$ cat config.mk
export PLATFORM = sky130hd
export DESIGN_NAME = rch_mul
export DESIGN_NICKNAME = d
export VERILOG_FILES = /design/src/rch_pkg.sv /design/src/rch_mul.sv
export SDC_FILE = /design/constraint.sdc
export NUM_CORES = 2
export LEC_CHECK = 0
export BUFFER_PORTS_ARGS = -buffer_cell sky130_fd_sc_hd__buf_2
export CORE_MARGIN = 5
export CORE_UTILIZATION = 30
export CTS_BUF_LIST = sky130_fd_sc_hd__clkbuf_8
export DETAILED_ROUTE_END_ITERATION = 7
export PLACE_DENSITY_LB_ADDON = 0.05
export SETUP_SLACK_MARGIN = 0.4
export SLEW_MARGIN = 0
export SYNTH_ARGS = -nofsm -noshare
export SYNTH_HDL_FRONTEND = slang
export SYNTH_SLANG_ARGS = --single-unit
$ cat constraint.sdc
create_clock -name aclk -period 7.9 [get_ports aclk]
set_input_delay 1.185 -clock aclk [delete_from_list [all_inputs] [get_ports aclk]]
set_output_delay 1.185 -clock aclk [all_outputs]
set_load 0.03 [all_outputs]
$ cat src/rch_pkg.sv
// ----------------------------------------------------------------------------
// rch_pkg: shared types and constants for the ray / cylinder hit test
// Fixed-point scale, register map, pipeline depths and width helpers.
// ----------------------------------------------------------------------------
package rch_pkg;

    // Q8.16 coordinates: products of two values carry 2^32, of four 2^64
    localparam int FRAC_BITS       = 16;
    localparam int RCH_SCALE_SHIFT = 2 * FRAC_BITS;
    localparam int RCH_ONE         = 1 << FRAC_BITS;

    // Limb width of the wide multiplier (one hard multiplier per limb pair)
    localparam int RCH_LIMB = 32;

    // Pipeline depths in register stages
    localparam int RCH_MUL_LAT  = 5;
    localparam int RCH_COEF_LAT = 4 + RCH_MUL_LAT;
    localparam int RCH_DEC_LAT  = 1 + RCH_MUL_LAT;
    localparam int RCH_PIPE_LAT = RCH_COEF_LAT + RCH_DEC_LAT;

    // Configuration register map
    localparam int RCH_ADDR_W = 5;
    localparam int RCH_IDX_W  = 3;
    localparam logic [RCH_IDX_W-1:0] RCH_REG_CENTER_X = 3'd0;
    localparam logic [RCH_IDX_W-1:0] RCH_REG_CENTER_Y = 3'd1;
    localparam logic [RCH_IDX_W-1:0] RCH_REG_CENTER_Z = 3'd2;
    localparam logic [RCH_IDX_W-1:0] RCH_REG_AXIS_X   = 3'd3;
    localparam logic [RCH_IDX_W-1:0] RCH_REG_AXIS_Y   = 3'd4;
    localparam logic [RCH_IDX_W-1:0] RCH_REG_AXIS_Z   = 3'd5;
    localparam logic [RCH_IDX_W-1:0] RCH_REG_RADIUS   = 3'd6;

    // Sign and zero flags of the quadratic coefficients
    typedef struct packed {
        logic a_zero;
        logic a_neg;
        logic b_zero;
        logic b_neg;
        logic c_zero;
        logic c_neg;
    } rch_flags_t;

    // Width of a three-term dot product of coordinates (offset has one extra bit)
    function automatic int rch_dot_width(int n);
        return 2 * n + 4;
    endfunction

    // Width of a, b/2 and c: the larger of the squared dot and the scaled dot
    function automatic int rch_coef_width(int n);
        int dw;
        dw = rch_dot_width(n);
        return ((2 * dw > dw + RCH_SCALE_SHIFT) ? 2 * dw : dw + RCH_SCALE_SHIFT) + 2;
    endfunction

endpackage

$ cat src/rch_mul.sv
// ----------------------------------------------------------------------------
// rch_mul: pipelined wide signed multiplier
// Splits magnitudes into 32-bit limbs, forms all limb products, sums each row
// and the rows, restores the sign. Five stages, one product per enabled cycle.
// ----------------------------------------------------------------------------
module rch_mul
    import rch_pkg::*;
#(
    parameter int AW = 32,
    parameter int BW = 32
) (
    input  logic                  aclk,
    input  logic                  en,
    input  logic signed [AW-1:0]  a,
    input  logic signed [BW-1:0]  b,
    output logic signed [AW+BW-1:0] p
);

    localparam int PW    = AW + BW;
    localparam int NA    = (AW + RCH_LIMB - 1) / RCH_LIMB;
    localparam int NB    = (BW + RCH_LIMB - 1) / RCH_LIMB;
    localparam int AMW   = NA * RCH_LIMB;
    localparam int BMW   = NB * RCH_LIMB;
    localparam int PPW   = 2 * RCH_LIMB;
    localparam int ROW_W = (NB + 1) * RCH_LIMB;
    localparam int SUM_W = (NA + NB) * RCH_LIMB;

    logic [AW-1:0]  abs_a;
    logic [BW-1:0]  abs_b;
    logic [AMW-1:0] mag_a_reg, mag_a_next;
    logic [BMW-1:0] mag_b_reg, mag_b_next;
    logic [RCH_MUL_LAT-2:0] neg_reg, neg_next;
    logic [PPW-1:0]   pp_reg  [NA][NB];
    logic [PPW-1:0]   pp_next [NA][NB];
    logic [ROW_W-1:0] row_reg  [NA];
    logic [ROW_W-1:0] row_next [NA];
    logic [PW-1:0]  mag_reg, mag_next;
    logic [PW-1:0]  p_reg, p_next;

    // Stage 1: magnitudes and product sign
    assign abs_a      = a[AW-1] ? $unsigned(-a) : $unsigned(a);
    assign abs_b      = b[BW-1] ? $unsigned(-b) : $unsigned(b);
    assign mag_a_next = AMW'(abs_a);
    assign mag_b_next = BMW'(abs_b);
    assign neg_next   = {neg_reg[RCH_MUL_LAT-3:0], a[AW-1] ^ b[BW-1]};

    // Stage 2: limb products
    always_comb begin
        for (int i = 0; i < NA; i++) begin
            for (int j = 0; j < NB; j++) begin
                pp_next[i][j] = PPW'(mag_a_reg[i*RCH_LIMB +: RCH_LIMB])
                              * PPW'(mag_b_reg[j*RCH_LIMB +: RCH_LIMB]);
            end
        end
    end

    // Stage 3: one row per limb of a
    always_comb begin : row_sum
        logic [ROW_W-1:0] acc;
        for (int i = 0; i < NA; i++) begin
            acc = '0;
            for (int j = 0; j < NB; j++) begin
                acc = acc + (ROW_W'(pp_reg[i][j]) << (RCH_LIMB * j));
            end
            row_next[i] = acc;
        end
    end

    // Stage 4: rows into the full magnitude
    always_comb begin : col_sum
        logic [SUM_W-1:0] acc;
        acc = '0;
        for (int i = 0; i < NA; i++) begin
            acc = acc + (SUM_W'(row_reg[i]) << (RCH_LIMB * i));
        end
        mag_next = PW'(acc);
    end

    // Stage 5: restore the sign
    assign p_next = neg_reg[RCH_MUL_LAT-2] ? (~mag_reg + PW'(1)) : mag_reg;

    always_ff @(posedge aclk) begin
        if (en) begin
            mag_a_reg <= mag_a_next;
            mag_b_reg <= mag_b_next;
            neg_reg   <= neg_next;
            pp_reg    <= pp_next;
            row_reg   <= row_next;
            mag_reg   <= mag_next;
            p_reg     <= p_next;
        end
    end

    assign p = $signed(p_reg);

endmodule

* Word level (Yosys, flattened, before mapping)
Cells that the tools add are included.
** Word-level totals
- Register bits :: 324
- Bits of input ports :: 66
- Output and inout bits :: 64
** Operators by class
- Muxes and demuxes :: 3
- Multipliers :: 1
- $add $sub $neg :: 3
- Bitwise logic cells :: 2
** Operators with widths (count)
- 64-bit by 1-bit adder with 64-bit output (second input constant) :: 1
- 32-bit by 32-bit multiplier with 64-bit output :: 1
- 64-bit 2-to-1 mux :: 1
- 32-bit negator :: 2
- 64-bit NOT :: 1
- 31-bit 2-to-1 mux :: 2
- 1-bit XOR :: 1

* Logic depth before layout (Yosys ltp)
- Depth after elaboration :: 3
- Mapped depth :: 27
- Mapped depth without buffers :: 25

* Worst setup path after synthesis
Ideal clock, no wire load.
- Path kind :: reg-to-reg
- From :: register mag_a_reg[30]
- To :: register pp_reg[56] (netlist bit), data pin
- Arrival :: 6938 ps
- Cell stages (with the launch flop) :: 27
- Setup slack :: 699 ps
- Period minus slack after synthesis :: 7201 ps
- Buffers on the path :: 2
- Cell sequence :: edfxtp_1 -> clkbuf_1 -> nand2_1 -> fa_1 -> inv_1 -> fa_1 -> fa_1 -> inv_1 -> fa_1 -> inv_1 -> fa_1 -> fa_1 -> fa_1 -> inv_1 -> fa_1 -> inv_1 -> ha_1 -> clkbuf_1 -> a21o_1 -> o21bai_1 -> a21o_1 -> a221oi_1 -> o21ai_0 -> a31oi_1 -> o21ai_0 -> a221oi_1 -> xnor2_1
** RTL lines
- start, declared :: RTL line rch_mul.sv:30 : logic [AMW-1:0] mag_a_reg, mag_a_next;
- start signal, assigned :: RTL line rch_mul.sv:84 : mag_a_reg <= mag_a_next;
- end signal, assigned :: RTL line rch_mul.sv:87 : pp_reg <= pp_next;
- end, declared :: RTL line rch_mul.sv:33 : logic [PPW-1:0] pp_reg [NA][NB];

==> out/results.tsv <==
metric	value	unit
register area share after synthesis	21.3	%
cell taking the most area after synthesis	fa_1	
hpwl dp	110	mm
deepest clock path buffer count	3	
Clock Latency Late Sink	0.72	ns
TritonCTS clock tree	done	
initial antenna violation count	9	
WL met2	58.2	mm
Ports	130	
Ys Warns	0	
Worst EP required	8.33	ns
Post-synth ARST share	0	%
Setup crit start	mag_a_reg[9]	
area delta synth->final	14.9	%
wire length per cell after detailed routing	20.6	um
synthesis-stage register bit count	324	
max-cap violations	0	
first-pass GRT wire length	210	mm
share of layout cells above drive strength 1	13.4	%
Synth Instances	4377	
antenna viol nets, final	0	
synthesized area per cell	10.4	um2
synth unique cells	69	
status	finished, final reports clean	
Final period util	94.6	%
register area	9730	um2
Util after Layout	34.6	%
Starting DRT DRC Count	1318	
CTS sink count	324	
critical path endpoint category	flip-flop	
multi-input logic area	32500	um2
Clock Tree Root	clkbuf_8	
Fillers	15600	
Setup Skew	0.0640	ns
Worst Setup Start Kind	flip-flop	
top cell type's share of synthesized area	39.3	%
drt first pass iters	5	
placed cell area	49900	um2
fin. max-slew vios	0	
beginning of the worst hold path	row_reg[35]	
die extent in x	400	um
Worst Tran Pin Value	1.03	ns
Rows	143	
highest metal used	met5	
DR vias	29700	
unrepaired setup endpoints after global routing	yes	
Slowest-stage cell, CP	fa_2	
Die ar.	160000	um2
DRC errors left	0	
fin nets	5830	
post-synthesis net count	5605	
worst setup margin	0.429	ns
Via density	4.44	
H-tree depth	2	
R2R setup slack	0.43	ns
IO buf count	129	
Final min period	7.47	ns
Synth Flop Type	edfxtp_1	
number of global-route vias before repair	32800	
Final setup viols	0	
metal3 WL	6.08	mm
grt ovf	0	
Num CTS Buffers	60	
Hold Fails Final Rpt	0	
r2r startpoint	mag_a_reg[9]	
Total Routing Usage GR	17.3	%
highest clock rate	134	MHz
Starting Density	30.1	%
Final Wtd Congestion	0.791	
delay-heaviest family, CP	adder cells	
count leader, synth	fa_1	
Post-synth EDFFs	324	
Data arrival, critical path	7.90	ns
Top cell by count, worst path	fa_1	
DIE HEIGHT	400	um
post-layout instance area	52500	um2
synthesized area	45700	um2
met1 wire length	70.9	mm
Place WS	-0.0278	ns
Slew HR	31.4	%
largest fanout on the critical path	7	
core area	152000	um2
critical path's largest stage delay	0.61	ns
synth cell count leaders	896 x fa_1, 872 x inv_1, 633 x and2_1	
clk slew on worst S/H paths	0.06	ns
WP buf/inv	9	
Crit Path Class	reg -> reg	
Post-Route WL	137	mm
top cells by area, synth	fa_1 39%, edfxtp_1 21%, and2_1 8.7%	
largest net degree at the start of global routing	180	
Min-Delay Path Class	reg -> reg	
-- metal layers --
layer  vias to the layer above  global-route usage (%)
li1                      13800                       -
met1                     15300                    27.1
met2                       559                    25.9
met3                       109                    2.23
met4                         2                    2.75
met5                         -                       0
-- cell usage in the layout (no fill, tap or decap), types with 16 or more instances in the layout --
cell type,Yosys,final
nand4_1,18,18
fa_2,0,33
buf_4,0,185
a21oi_1,71,53
ha_1,266,248
buf_2,0,129
a21o_1,36,35
and2_1,633,627
clkbuf_8,0,60
nor2_1,43,40
xor2_1,34,34
a21oi_2,0,17
nand2_1,497,493
fa_1,896,863
o21ai_0,81,66
o41ai_1,16,16
o31ai_1,36,30
buf_6,0,18
inv_1,872,891
buf_12,0,52
xnor2_1,149,148
edfxtp_1,324,324
-- metrics by stage --
stage | std cells | TNS (ns) | hold WS, ns
after floorplan | 4377 | 0 | 0.400
after global placement | 6498 | -0.0357 | 0.401
after detailed placement | 6498 | -0.0661 | 0.405
after CTS | 6633 | 0 | 0.341
after global routing | 6684 | 0 | 0.365
final | 6685 | 0 | 0.357
-- worst reg2reg max path: cells and delay by family, from the launching register on --
family | cells | cell delay, ns
AO/OA/AOI/OAI | 4 | 0.92
flip-flops | 1 | 0.41
adder cells (fa/ha/maj) | 9 | 4.19
AND/OR/NAND/NOR | 5 | 0.68
buffers and inverters | 9 | 1.03
-- timing repair --
item / CTS / global route
endpoints found under the setup margin: 25 / 27
pin swaps: 16 / 85
hold buffers: 0 / 0
setup buffers: 25 / 44
cloned: 0 / 3
resized for setup: 53 / 130
-- worst paths after layout --
path                 end  cells after the start
max           pp_reg[55]                     27
min          mag_reg[35]                      0
min reg2reg  mag_reg[35]                      0
max reg2reg   pp_reg[55]                     27
-- final cells by class --
type                            count  area share, %
Multi-Input combinational cell   2955           61.9
Sequential cell                   324           18.5
Timing Repair Buffer              388           6.42
Inverter                          873           6.24
Tap cell                         2030           4.84
Clock buffer                       60           1.57
Clock inverter                     50          0.517
Antenna cell                        5         0.0238
-- cells by family after synthesis --
group                      synth area share, %
adders and majority gates                 46.6
and+or+nand+nor                           15.0
buffers and inverters                     9.02
xor gates and xnor gates                  3.51
muxes                                   0.0219
DFF                                       21.3
AOI/OAI and AO/OA                         4.57
Power is left out: the tool's default activity adds up to more than one toggle a clock period on the data nets, which glitch-free logic cannot reach.
